--- src/sv/pbaf_pkg.sv ---
// Package for the protobuf audio frame parser: widths, phase codes and helpers.
// No dependencies; used by every module of the block.
`default_nettype none
package pbaf_pkg;
  localparam int unsigned MaxFrameBytes = 65536;
  localparam int PosW = $clog2(MaxFrameBytes + 1);
  localparam int FnW = 29;
  localparam int CfgIdxW = 2;
  localparam logic [CfgIdxW-1:0] CFG_AUDIO_FRAME = 2'd0;
  localparam logic [CfgIdxW-1:0] CFG_INTERRUPT   = 2'd1;
  localparam logic [CfgIdxW-1:0] CFG_AUDIO_BYTES = 2'd2;
  localparam logic [CfgIdxW-1:0] CFG_RATE        = 2'd3;

  typedef enum logic [3:0] {
    PH_OTAG, PH_OVAL, PH_OLEN, PH_OSKIP, PH_ITAG, PH_IVAL, PH_ILEN, PH_ISKIP, PH_ERR
  } phase_t;

  typedef struct packed {
    logic [FnW-1:0] audio_frame;
    logic [FnW-1:0] interrupt;
    logic [FnW-1:0] audio_bytes;
    logic [FnW-1:0] rate;
  } cfg_t;

  typedef struct packed {
    logic        status;
    logic        audio_found;
    logic [15:0] audio_offset;
    logic [16:0] audio_length;
    logic [31:0] rate_word;
    logic        interrupted;
  } result_t;
endpackage
`default_nettype wire

--- src/sv/pbaf_cfg_regs.sv ---
// Configuration register file for the parser's four field numbers.
// Depends on pbaf_pkg.
`default_nettype none
module pbaf_cfg_regs import pbaf_pkg::*; (
  input  wire logic               clk,
  input  wire logic               rst_n,
  input  wire logic               cfg_we,
  input  wire logic [CfgIdxW-1:0] cfg_index,
  input  wire logic [FnW-1:0]     cfg_wdata,
  output cfg_t                    cfg
);
  cfg_t cfg_r;
  assign cfg = cfg_r;

  // Write one register per request; reset restores the default numbers.
  always_ff @(posedge clk) begin
    if (!rst_n) begin
      cfg_r.audio_frame <= FnW'(2);
      cfg_r.interrupt   <= FnW'(5);
      cfg_r.audio_bytes <= FnW'(3);
      cfg_r.rate        <= FnW'(4);
    end else if (cfg_we) begin
      case (cfg_index)
        CFG_AUDIO_FRAME: cfg_r.audio_frame <= cfg_wdata;
        CFG_INTERRUPT:   cfg_r.interrupt   <= cfg_wdata;
        CFG_AUDIO_BYTES: cfg_r.audio_bytes <= cfg_wdata;
        CFG_RATE:        cfg_r.rate        <= cfg_wdata;
        default: ;
      endcase
    end
  end
endmodule
`default_nettype wire

--- src/sv/pbaf_parser.sv ---
// Byte-wide wire-format parser state and its next-state logic.
// Depends on pbaf_pkg; emits one result on the last byte of each frame.
`default_nettype none
module pbaf_parser import pbaf_pkg::*; (
  input  wire logic       clk,
  input  wire logic       rst_n,
  input  wire cfg_t       cfg,
  input  wire logic       byte_en,
  input  wire logic [7:0] data_byte,
  input  wire logic       last_byte,
  output result_t         res
);
  phase_t          phase_r, phase_nxt;
  logic [63:0]     acc_r, acc_nxt;
  logic [3:0]      cnt_r, cnt_nxt;
  logic [FnW-1:0]  fn_r, fn_nxt;
  logic            wide_r, wide_nxt;
  logic [PosW-1:0] orem_r, orem_nxt, irem_r, irem_nxt, pos_r, pos_nxt;
  logic [31:0]     rate_r, rate_nxt;
  logic [15:0]     off_r, off_nxt;
  logic [16:0]     len_r, len_nxt;
  logic [2:0]      seen_r, seen_nxt;

  logic [63:0] full, part;
  logic        done, ovl, inner, bad, len_big;
  logic [PosW-1:0] v, omax;
  phase_t      ph;

  // Combine this byte into the varint and decode the outcome.
  always_comb begin
    part = 64'(data_byte[6:0]) << (7 * cnt_r);
    full = acc_r | part;
    done = !data_byte[7];
    ovl  = data_byte[7] && (cnt_r == 4'd9);
    len_big = |full[63:PosW];
    v = full[PosW-1:0];
    omax = PosW'(MaxFrameBytes - 1) - pos_r;
  end

  always_comb begin
    phase_nxt = phase_r; acc_nxt = acc_r; cnt_nxt = cnt_r;
    fn_nxt = fn_r; wide_nxt = wide_r; orem_nxt = orem_r; irem_nxt = irem_r;
    pos_nxt = pos_r; rate_nxt = rate_r; off_nxt = off_r; len_nxt = len_r;
    seen_nxt = seen_r;
    ph = (pos_r >= PosW'(MaxFrameBytes)) ? PH_ERR : phase_r;
    inner = (ph == PH_ITAG) || (ph == PH_IVAL) || (ph == PH_ILEN) || (ph == PH_ISKIP);
    if (inner) orem_nxt = orem_r - 1'b1;
    // Varint phases share the accumulator.
    if (ph == PH_OTAG || ph == PH_ITAG || ph == PH_OVAL || ph == PH_OLEN ||
        ph == PH_IVAL || ph == PH_ILEN) begin
      if (done) begin
        acc_nxt = '0; cnt_nxt = '0;
      end else begin
        acc_nxt = full; cnt_nxt = cnt_r + 1'b1;
      end
    end
    case (ph)
      PH_OTAG, PH_ITAG: begin
        if (ovl) phase_nxt = PH_ERR;
        else if (done) begin
          fn_nxt = full[FnW+2:3];
          wide_nxt = |full[63:32];
          case (full[2:0])
            3'd0: phase_nxt = inner ? PH_IVAL : PH_OVAL;
            3'd2: phase_nxt = inner ? PH_ILEN : PH_OLEN;
            3'd1, 3'd5: begin
              if (inner) begin
                if ((full[2] ? PosW'(4) : PosW'(8)) > orem_nxt) phase_nxt = PH_ERR;
                else begin
                  irem_nxt = full[2] ? PosW'(4) : PosW'(8); phase_nxt = PH_ISKIP;
                end
              end else begin
                orem_nxt = full[2] ? PosW'(4) : PosW'(8); phase_nxt = PH_OSKIP;
              end
            end
            default: phase_nxt = PH_ERR;
          endcase
        end
      end
      PH_OVAL: begin
        if (ovl) phase_nxt = PH_ERR;
        else if (done) phase_nxt = PH_OTAG;
      end
      PH_OSKIP: begin
        orem_nxt = orem_r - 1'b1;
        if (orem_r == PosW'(1)) phase_nxt = PH_OTAG;
      end
      PH_OLEN: begin
        if (ovl) phase_nxt = PH_ERR;
        else if (done) begin
          if (len_big || v > omax) phase_nxt = PH_ERR;
          else begin
            orem_nxt = v;
            if (!wide_r && fn_r == cfg.audio_frame)
              phase_nxt = (v != '0) ? PH_ITAG : PH_OTAG;
            else begin
              if (!wide_r && fn_r == cfg.interrupt) seen_nxt[1] = 1'b1;
              phase_nxt = (v != '0) ? PH_OSKIP : PH_OTAG;
            end
          end
        end
      end
      PH_IVAL: begin
        if (ovl) phase_nxt = PH_ERR;
        else if (done) begin
          if (!wide_r && fn_r == cfg.rate) begin
            rate_nxt = full[31:0]; seen_nxt[2] = 1'b1;
          end
          phase_nxt = PH_ITAG;
        end
      end
      PH_ILEN: begin
        if (ovl) phase_nxt = PH_ERR;
        else if (done) begin
          if (len_big || v > orem_nxt) phase_nxt = PH_ERR;
          else begin
            if (!wide_r && fn_r == cfg.audio_bytes) begin
              seen_nxt[0] = 1'b1;
              off_nxt = 16'(pos_r + 1'b1);
              len_nxt = 17'(v);
            end
            irem_nxt = v;
            phase_nxt = (v != '0) ? PH_ISKIP : PH_ITAG;
          end
        end
      end
      PH_ISKIP: begin
        irem_nxt = irem_r - 1'b1;
        if (irem_r == PosW'(1)) phase_nxt = PH_ITAG;
      end
      default: phase_nxt = PH_ERR;
    endcase
    // Leaving the nested message when its length runs out.
    if (inner && phase_nxt != PH_ERR && orem_nxt == '0) begin
      if (phase_nxt == PH_ITAG && cnt_nxt == '0) phase_nxt = PH_OTAG;
      else phase_nxt = PH_ERR;
    end
    if (pos_r < PosW'(MaxFrameBytes)) pos_nxt = pos_r + 1'b1;
    bad = (phase_nxt != PH_OTAG) || (cnt_nxt != '0);
  end

  // Parser state; cleared by reset and after each frame's last byte.
  always_ff @(posedge clk) begin
    if (!rst_n || (byte_en && last_byte)) begin
      phase_r <= PH_OTAG; acc_r <= '0; cnt_r <= '0; fn_r <= '0; wide_r <= 1'b0;
      orem_r <= '0; irem_r <= '0; pos_r <= '0; rate_r <= '0; off_r <= '0;
      len_r <= '0; seen_r <= '0;
    end else if (byte_en) begin
      phase_r <= phase_nxt; acc_r <= acc_nxt; cnt_r <= cnt_nxt; fn_r <= fn_nxt;
      wide_r <= wide_nxt; orem_r <= orem_nxt; irem_r <= irem_nxt; pos_r <= pos_nxt;
      rate_r <= rate_nxt; off_r <= off_nxt; len_r <= len_nxt; seen_r <= seen_nxt;
    end
  end

  // Result of the frame as it stands after this byte.
  always_comb begin
    res.status       = bad;
    res.audio_found  = !bad && seen_nxt[0];
    res.audio_offset = bad ? '0 : off_nxt;
    res.audio_length = bad ? '0 : len_nxt;
    res.rate_word    = bad ? '0 : rate_nxt;
    res.interrupted  = !bad && seen_nxt[1];
  end
endmodule
`default_nettype wire

--- src/sv/protobuf_audio_frame_parser_top.sv ---
// Top level of the protobuf audio frame parser: input register, parser, result register.
// Depends on pbaf_pkg, pbaf_cfg_regs and pbaf_parser.
//
//  channel | ports                      | contents
//  in      | in_tvalid/tready/tdata/tlast | tdata = data_byte, tlast = last_byte
//  out     | out_tvalid/tready/tdata    | one result per frame
//  cfg     | cfg_we/cfg_index/cfg_wdata | four field-number registers
//
// One byte per cycle unless the input stalls; a byte waits in the input register, and
// its frame result is written to the result register as it leaves. Reset is synchronous.
// The input stalls only when the result register is full, not taken, and the byte in
// the input register ends a frame.
`default_nettype none
module protobuf_audio_frame_parser_top import pbaf_pkg::*; (
  input  wire logic               clk,
  input  wire logic               rst_n,
  input  wire logic               in_tvalid,
  output logic                    in_tready,
  input  wire logic [7:0]         in_tdata,   // [7:0] data_byte
  input  wire logic               in_tlast,   // last_byte
  output logic                    out_tvalid,
  input  wire logic               out_tready,
  // [0] status, [1] audio found, [17:2] audio_offset, [34:18] audio_length,
  // [66:35] sample rate, [67] interrupted, [71:68] zero
  output logic [71:0]             out_tdata,
  input  wire logic               cfg_we,
  input  wire logic [CfgIdxW-1:0] cfg_index,
  input  wire logic [FnW-1:0]     cfg_wdata
);
  cfg_t        cfg;
  result_t     res;
  logic        iv_r;
  logic [7:0]  ib_r;
  logic        il_r;
  logic        ov_r;
  logic [71:0] od_r;
  logic        stage_go;

  pbaf_cfg_regs u_cfg (
    .clk, .rst_n, .cfg_we, .cfg_index, .cfg_wdata, .cfg
  );

  // The held byte moves on unless it would produce a result that has nowhere to go.
  assign stage_go  = iv_r && !(il_r && ov_r && !out_tready);
  assign in_tready = !iv_r || stage_go;

  pbaf_parser u_parser (
    .clk, .rst_n, .cfg, .byte_en(stage_go), .data_byte(ib_r), .last_byte(il_r), .res
  );

  // Input register.
  always_ff @(posedge clk) begin
    if (!rst_n) begin
      iv_r <= 1'b0;
    end else if (in_tready) begin
      iv_r <= in_tvalid;
    end
    if (in_tready && in_tvalid) begin
      ib_r <= in_tdata;
      il_r <= in_tlast;
    end
  end

  // Result register.
  always_ff @(posedge clk) begin
    if (!rst_n) begin
      ov_r <= 1'b0;
    end else if (stage_go && il_r) begin
      ov_r <= 1'b1;
    end else if (out_tready) begin
      ov_r <= 1'b0;
    end
    if (stage_go && il_r) begin
      od_r <= {4'd0, res.interrupted, res.rate_word, res.audio_length,
               res.audio_offset, res.audio_found, res.status};
    end
  end

  assign out_tvalid = ov_r;
  assign out_tdata  = od_r;
endmodule
`default_nettype wire

--- config.mk ---
export PLATFORM = sky130hd
export DESIGN_NAME = protobuf_audio_frame_parser_top
export DESIGN_NICKNAME = d
export VERILOG_FILES = /design/src/sv/pbaf_pkg.sv /design/src/sv/pbaf_cfg_regs.sv /design/src/sv/pbaf_parser.sv /design/src/sv/protobuf_audio_frame_parser_top.sv
export SDC_FILE = /design/constraint.sdc
export NUM_CORES = 1
export LEC_CHECK = 0
export BUFFER_PORTS_ARGS = -buffer_cell sky130_fd_sc_hd__buf_4
export CAP_MARGIN = 20
export CORE_MARGIN = 2
export CORE_UTILIZATION = 50
export CTS_CLUSTER_DIAMETER = 120
export DETAILED_ROUTE_END_ITERATION = 8
export PLACE_DENSITY_LB_ADDON = 0.25
export SYNTH_ARGS = -nofsm -noshare
export SYNTH_HDL_FRONTEND = slang
export SYNTH_HIERARCHICAL = 1
export SYNTH_SLANG_ARGS = --single-unit
--- constraint.sdc ---
create_clock -name clk -period 6.7 [get_ports clk]
set_input_delay 1.005 -clock clk [delete_from_list [all_inputs] [get_ports clk]]
set_output_delay 1.005 -clock clk [all_outputs]
set_load 0.1 [all_outputs]
Word level (Yosys, flattened, before mapping)
Index checks and enable logic that the tools add are counted. W data, S select, Z words.

Word-level logic and storage cells: 199. Register bits: 415.

Order comparisons: 5. Bitwise logic cells: 3. Reductions and logical operators: 56. Mux-type cells: 76. $mul: 1. Shift-type cells: 1. Add/sub/neg operators: 5. Equality and inequality tests: 30.

Operator list (count): $mux W17 (21); $mux W32 (4); $eq A29 B29 Y1 (4); $pmux W17 S3 (2); $mux W4 (23); $mux W16 (5); $mux W64 (1); $or A64 B64 Y64 (1); $shl A7 B7 Y64 (1); $gt A17 B17 Y1 (3); $reduce_or A47 Y1 (1); $eq A17 B1 Y1 const B (2); $sub A17 B1 Y17 const B (2); $reduce_or A32 Y1 (1); $pmux W4 S7 (1); $eq A4 B3 Y1 const B (5); $add A17 B1 Y17 const B (1); $ge A17 B17 Y1 const B (1); $logic_not A17 Y1 (1); $lt A17 B17 Y1 const B (1); $reduce_bool A17 Y1 (1); $sub A16 B17 Y17 const A (1); $logic_and A1 B1 Y1 (15); $ne A2 B2 Y1 const B (7); other kinds (29) (72).

Depth between registers and ports, before layout
Depth after elaboration: 22. Depth in mapped cells: 22.

Cells and area by module
Netlist, hierarchy kept.

Modules (own cells, without submodules): pbaf_parser (sequential area each 4404.2 µm², area each 14446.4 µm², cells an instance 1902, instances 1); pbaf_cfg_regs (sequential area each 2322.2 µm², area each 4264.1 µm², cells an instance 413, instances 1); protobuf_audio_frame_parser_top (sequential area each 2352.3 µm², area each 2463.6 µm², cells an instance 94, instances 1).

Least setup slack after synthesis
No wires, ideal clock.

Path type: reg2reg. Start: reg u_parser.cnt_r[1]. End: reg od_r[0] (netlist: out_tdata[0]) (data pin). Required time: 6.449 ns. Library setup time: 0.251 ns. Arrival time: 4.421 ns. Clock period less this slack: 4.672 ns. Setup slack: 2.028 ns. Stages on the path, launching flop included: 18. Cells stage by stage: dfxtp_1 clkbuf_1 and3b_1 a21oi_1 inv_1 ha_1 nand3_1 a211oi_1 a2111oi_0 a31oi_1 o31ai_4 o221ai_1 nor4_2 nand4b_2 xnor2_2 buf_2 nand2b_1 buf_4.

RTL lines: start: declaration (line pbaf_parser.sv:15) `logic [3:0] cnt_r, cnt_nxt;`; start signal: assignment (line pbaf_parser.sv:149) `phase_r <= phase_nxt; acc_r <= acc_nxt; cnt_r <= cnt_nxt; fn_r <= fn_nxt;`; $mul A3 B4 Y7 * (line pbaf_parser.sv:31) `part = 64'(data_byte[6:0]) << (7 * cnt_r);`; $shl A7 B7 Y64 * (line pbaf_parser.sv:31); $or A64 B64 Y64 * (line pbaf_parser.sv:32) `full = acc_r | part;`; via u_parser.full[7] (line pbaf_parser.sv:24) `logic [63:0] full, part;`; branches (longest 10 deep; another with $gt A17 B17 Y1); $mux W4 * (line pbaf_parser.sv:134) `if (inner && phase_nxt != PH_ERR && orem_nxt == '0) begin`; $reduce_bool A4 Y1 * (line pbaf_parser.sv:139) `bad = (phase_nxt != PH_OTAG) || (cnt_nxt != '0);`; $logic_or A1 B1 Y1 * (line pbaf_parser.sv:139); via u_parser.bad (line pbaf_parser.sv:25) `logic done, ovl, inner, bad, len_big;`; end signal: assignment (line protobuf_audio_frame_parser_top.sv:74) `od_r <= {4'd0, res.interrupted, res.rate_word, res.audio_length,`; end: declaration (line protobuf_audio_frame_parser_top.sv:36) `logic [71:0] od_r;`.

Mark *: on every way through the listed nets, which the timed path passes. A chain may end at the register's enable or synchronous reset.

Worst setup path after layout
Start: reg u_parser.cnt_r[0]. End: reg od_r[19] (netlist: out_tdata[19]) (data pin).

RTL lines (line): $mul A3 B4 Y7 * (pbaf_parser.sv:31); $shl A7 B7 Y64 * (pbaf_parser.sv:31); $or A64 B64 Y64 * (pbaf_parser.sv:32); via u_parser.full[4] (pbaf_parser.sv:24); branches (longest 13 deep; another with $gt A17 B17 Y1).

Marked as above.

==> run summary <==
The flow ran to the end, and the final reports show no timing, DRC or antenna violations. In the layout the commonest cells are sky130_fd_sc_hd__dfxtp_1, sky130_fd_sc_hd__nor2_1, sky130_fd_sc_hd__nand2_1. The maximum vdd ir drop is around 0.23 mV.

The initial antenna violation count is 0. STA classifies the critical path endpoint as a flop. 119 I/O pins were placed.

In this run the critical register-to-register path is captured at out_tdata[19]. The number of pins with negative max-slew slack in the final report came to 0. The critical path starts at u_parser/cnt_r[0]. The critical path is of the flop to flop type. Leaving out fill and tap cells, the most frequent cell in the layout is sky130_fd_sc_hd__dfxtp_1. The worst hold path was traced through 2 stages.

The data arrival at the endpoint of the critical path is ~6.4 ns. Among all flip-flop cells after synthesis, the most frequent one is sky130_fd_sc_hd__dfxtp_1. For this run, the register share of the synthesized area comes to 0.429. STA classifies the critical path startpoint as a flop. The routability congestion estimate came out at 0.940. The floorplan step defined a die boundary enclosing 0.0440 mm². The final critical delay including setup and external delays is 6.05 ns.

Counting the buffers created by CTS gives 46. The number of DRC markers after the initial detailed-route iteration is 2052. After legalization and detailed placement, the total HPWL measured 46300 µm. For this run, asynchronously set or reset flops after synthesis account for 0. The startpoint identified for the worst register-to-register timing path is u_parser/cnt_r[0]. The number of DRC violations after detailed routing came out at 0. The largest fanout of any net on the critical path is 68. Counting cells, the worst reg-to-reg path comes to 15. The class of the most critical hold timing path is flop to flop. The overall via count from detail_route came out at 18.3k.

The die boundary width came out at 210 µm. In this run the most critical hold path is launched from u_parser/acc_r[46]. The final hold slack came out at 0.464 ns. The flop-to-flop setup slack came out at 0.65 ns.

The final-stage net count is 2519. TritonCTS built the clock tree. The tree is rooted in a sky130_fd_sc_hd__clkbuf_16.

The detailed-route vias per instance came out at 6.09. In this run the deepest clock path goes through 3 buffers. The number of H-tree levels came out at 2. The final antenna-violating net count came out at 0. The end point of the most critical hold path is u_parser/acc_r[46]. Setup repair after global routing left no endpoint under its margin. The count of hold buffers inserted by post-cts repair is 0.

The post-CTS resize count is 0. Row generation in the floorplan step produced 75 rows. The total congestion overflow is 0. The total leakage power came out at 9.44 nW. The number of synthesized flops with an enable pin is 77.

The count of distinct cell types in the synthesized netlist is 87. The clock latency on the worst-skew pair is 0.60 ns. The post-synthesis cell count came out at 2409. Wires add up to around 67000 µm. For this run, the top clock speed supported by timing is 0.165 GHz. The count of clock tree sinks is 415.

The maximum number of pins on one net before global-route repair came out at 126. The area growth from synthesis to layout is 13.3%. The count of buffers added on input and output ports is between 100 and 150. The combined area of all synthesized cells came out at 0.0212 mm². The worst-case clock skew came out at roughly 0.034 ns. Setup violations remaining at the end of the flow were counted as 0. The initial utilization of the core area, before any placement, comes to 0.506.

The clock transition at the registers of the reported paths came out at roughly 0.060 ns. Yosys printed 6 warnings. The worst slew slack as a fraction of its limit came out at 0.221.

The required arrival time at the worst endpoint is 7.04 ns. Averaged over all synthesized cells, the footprint is 8.79 µm². The height of the die came out at 210 µm. The ratio of final minimum period to clock period is 0.904. The pin slew with the least headroom to its limit came out at roughly 1.2 ns. The first-pass iteration count of the detailed router came out at 7. The area of the placeable core is 0.0419 mm². The power density normalized to cell area is 247 mW/mm². The total power is between 5 and 6 mW.

The hold violation total from the final report is 0. The average wire length per cell after detail routing came out at 22.2 µm. The overall fraction of global-route tracks in use came out at 0.298.

The first global-routing pass estimated 102000 µm of wire. The setup TNS came out at 0 ns. The number of maximum-capacitance violations came out at 0.

The number of global-route vias before repair is 17.1k. Once the clock tree was built, the setup fixing pass inserted 0 buffers. The ratio of cells with drive above 1 in the final layout is 0.118. The number of storage elements in the synthesis netlist is ~420.
[kinds of logic after synthesis]
| group | Yosys count | share of synthesized area |
|---|---|---|
| flops | 415 | 0.429 |
| fa+ha+maj | 41 | 0.0242 |
| xor+xnor | 171 | 0.0717 |
| other cells | 1 | 0.000177 |
| simple gates | 935 | 0.216 |
| buf+inv | 239 | 0.0479 |
| mux | 167 | 0.0790 |
| compound gates | 440 | 0.132 |
[sequential cells by signal (all words and copies together) (netlist names), 2 cells and up]
signal and count:
out_tdata 68, u_parser/cnt_r 4, u_parser/off_r 16, u_parser/orem_r 17, u_parser/seen_r 2, u_cfg/cfg 116
u_parser/rate_r 32, u_parser/pos_r 17, u_parser/fn_r 29, ib_r 8, u_parser/phase_r 4, u_parser/len_r 17
u_parser/irem_r 17, u_parser/acc_r 64
[cell type report]
cell class / instances / area (µm²)
Multi-Input combinational cell: 1758 / 11200
Fill cell: 3656 / 17900
Timing Repair Buffer: 174 / 1380
Tap cell: 539 / 674
Sequential cell: 415 / 9080
Inverter: 38 / 143
Clock buffer: 66 / 1330
Antenna cell: 1 / 2.50
Clock inverter: 19 / 228
[power by group]
part,total (mW),internal (mW),switching (mW)
sequential,2.65,2.59,0.0636
combinational,0.677,0.230,0.447
clock,2.61,1.54,1.06
[cells in the mapped netlist (16+ instances only)]
library cell	count	area share
sky130_fd_sc_hd__dfxtp_1	338	0.32
sky130_fd_sc_hd__and3_1	18	0.0053
sky130_fd_sc_hd__o21ai_0	57	0.013
sky130_fd_sc_hd__edfxtp_1	77	0.11
sky130_fd_sc_hd__nor4bb_1	21	0.0099
sky130_fd_sc_hd__nand2_1	258	0.046
sky130_fd_sc_hd__nor4_1	41	0.012
sky130_fd_sc_hd__xor2_1	70	0.029
sky130_fd_sc_hd__inv_1	34	0.0060
sky130_fd_sc_hd__buf_2	34	0.0080
sky130_fd_sc_hd__nor3b_1	31	0.011
sky130_fd_sc_hd__clkbuf_1	145	0.026
sky130_fd_sc_hd__mux2i_1	166	0.078
sky130_fd_sc_hd__nand3_1	43	0.010
sky130_fd_sc_hd__o22ai_1	16	0.0047
sky130_fd_sc_hd__a22oi_1	18	0.0064
sky130_fd_sc_hd__nor3_1	40	0.0095
sky130_fd_sc_hd__a31oi_1	17	0.0050
sky130_fd_sc_hd__a21oi_1	177	0.042
sky130_fd_sc_hd__nand4_1	41	0.012
sky130_fd_sc_hd__nor2_1	332	0.059
sky130_fd_sc_hd__ha_1	41	0.024
sky130_fd_sc_hd__a211oi_1	61	0.022
sky130_fd_sc_hd__xnor2_1	99	0.041
[through the flow]
stage | instances | cell area, µm² | util | setup WS, ns
global placement | 2923 | 22400 | 0.536 | 1.08
floorplan | 2412 | 21200 | - | 2.03
global route | 3009 | 24000 | 0.573 | 0.359
CTS | 3008 | 24000 | 0.573 | 0.718
detailed placement | 2923 | 22400 | 0.536 | 0.746
finish | 3010 | 24000 | 0.573 | 0.645
[critical path: stages, from the launching register on]
cell and delay (ns):
sky130_fd_sc_hd__dfxtp_1 0.78, sky130_fd_sc_hd__nor4_4 0.12, sky130_fd_sc_hd__a21oi_1 0.78, sky130_fd_sc_hd__inv_1 0.29
sky130_fd_sc_hd__ha_1 0.39, sky130_fd_sc_hd__nand3_1 0.09, sky130_fd_sc_hd__a211oi_1 0.07, sky130_fd_sc_hd__a2111oi_0 0.54
sky130_fd_sc_hd__a31o_2 0.43, sky130_fd_sc_hd__nand3_1 0.21, sky130_fd_sc_hd__a211oi_1 0.39, sky130_fd_sc_hd__nor4bb_1 0.45
sky130_fd_sc_hd__nand4b_2 0.36, sky130_fd_sc_hd__xnor2_4 0.23, sky130_fd_sc_hd__buf_12 0.21, sky130_fd_sc_hd__nor4bb_1 0.42
[worst max-delay path by stage]
stage | slack, ns | endpoint
finish | 0.65 | out_tdata[19]
detailed placement | 0.75 | out_tdata[19]
floorplan | 2.03 | out_tdata[0]
global placement | 1.08 | out_tdata[67]
CTS | 0.72 | out_tdata[19]
global route | 0.36 | out_tdata[19]
[per-layer routing]
layer / GRT usage / wire, µm / part of all wire
met3: 0.0575 / 5820 / 0.087
met4: 0.0956 / 2070 / 0.031
met1: 0.427 / 29800 / 0.45
met2: 0.454 / 29100 / 0.44
met5: 0 / 0 / 0
No activity file was read; power rests on OpenSTA's default activity.
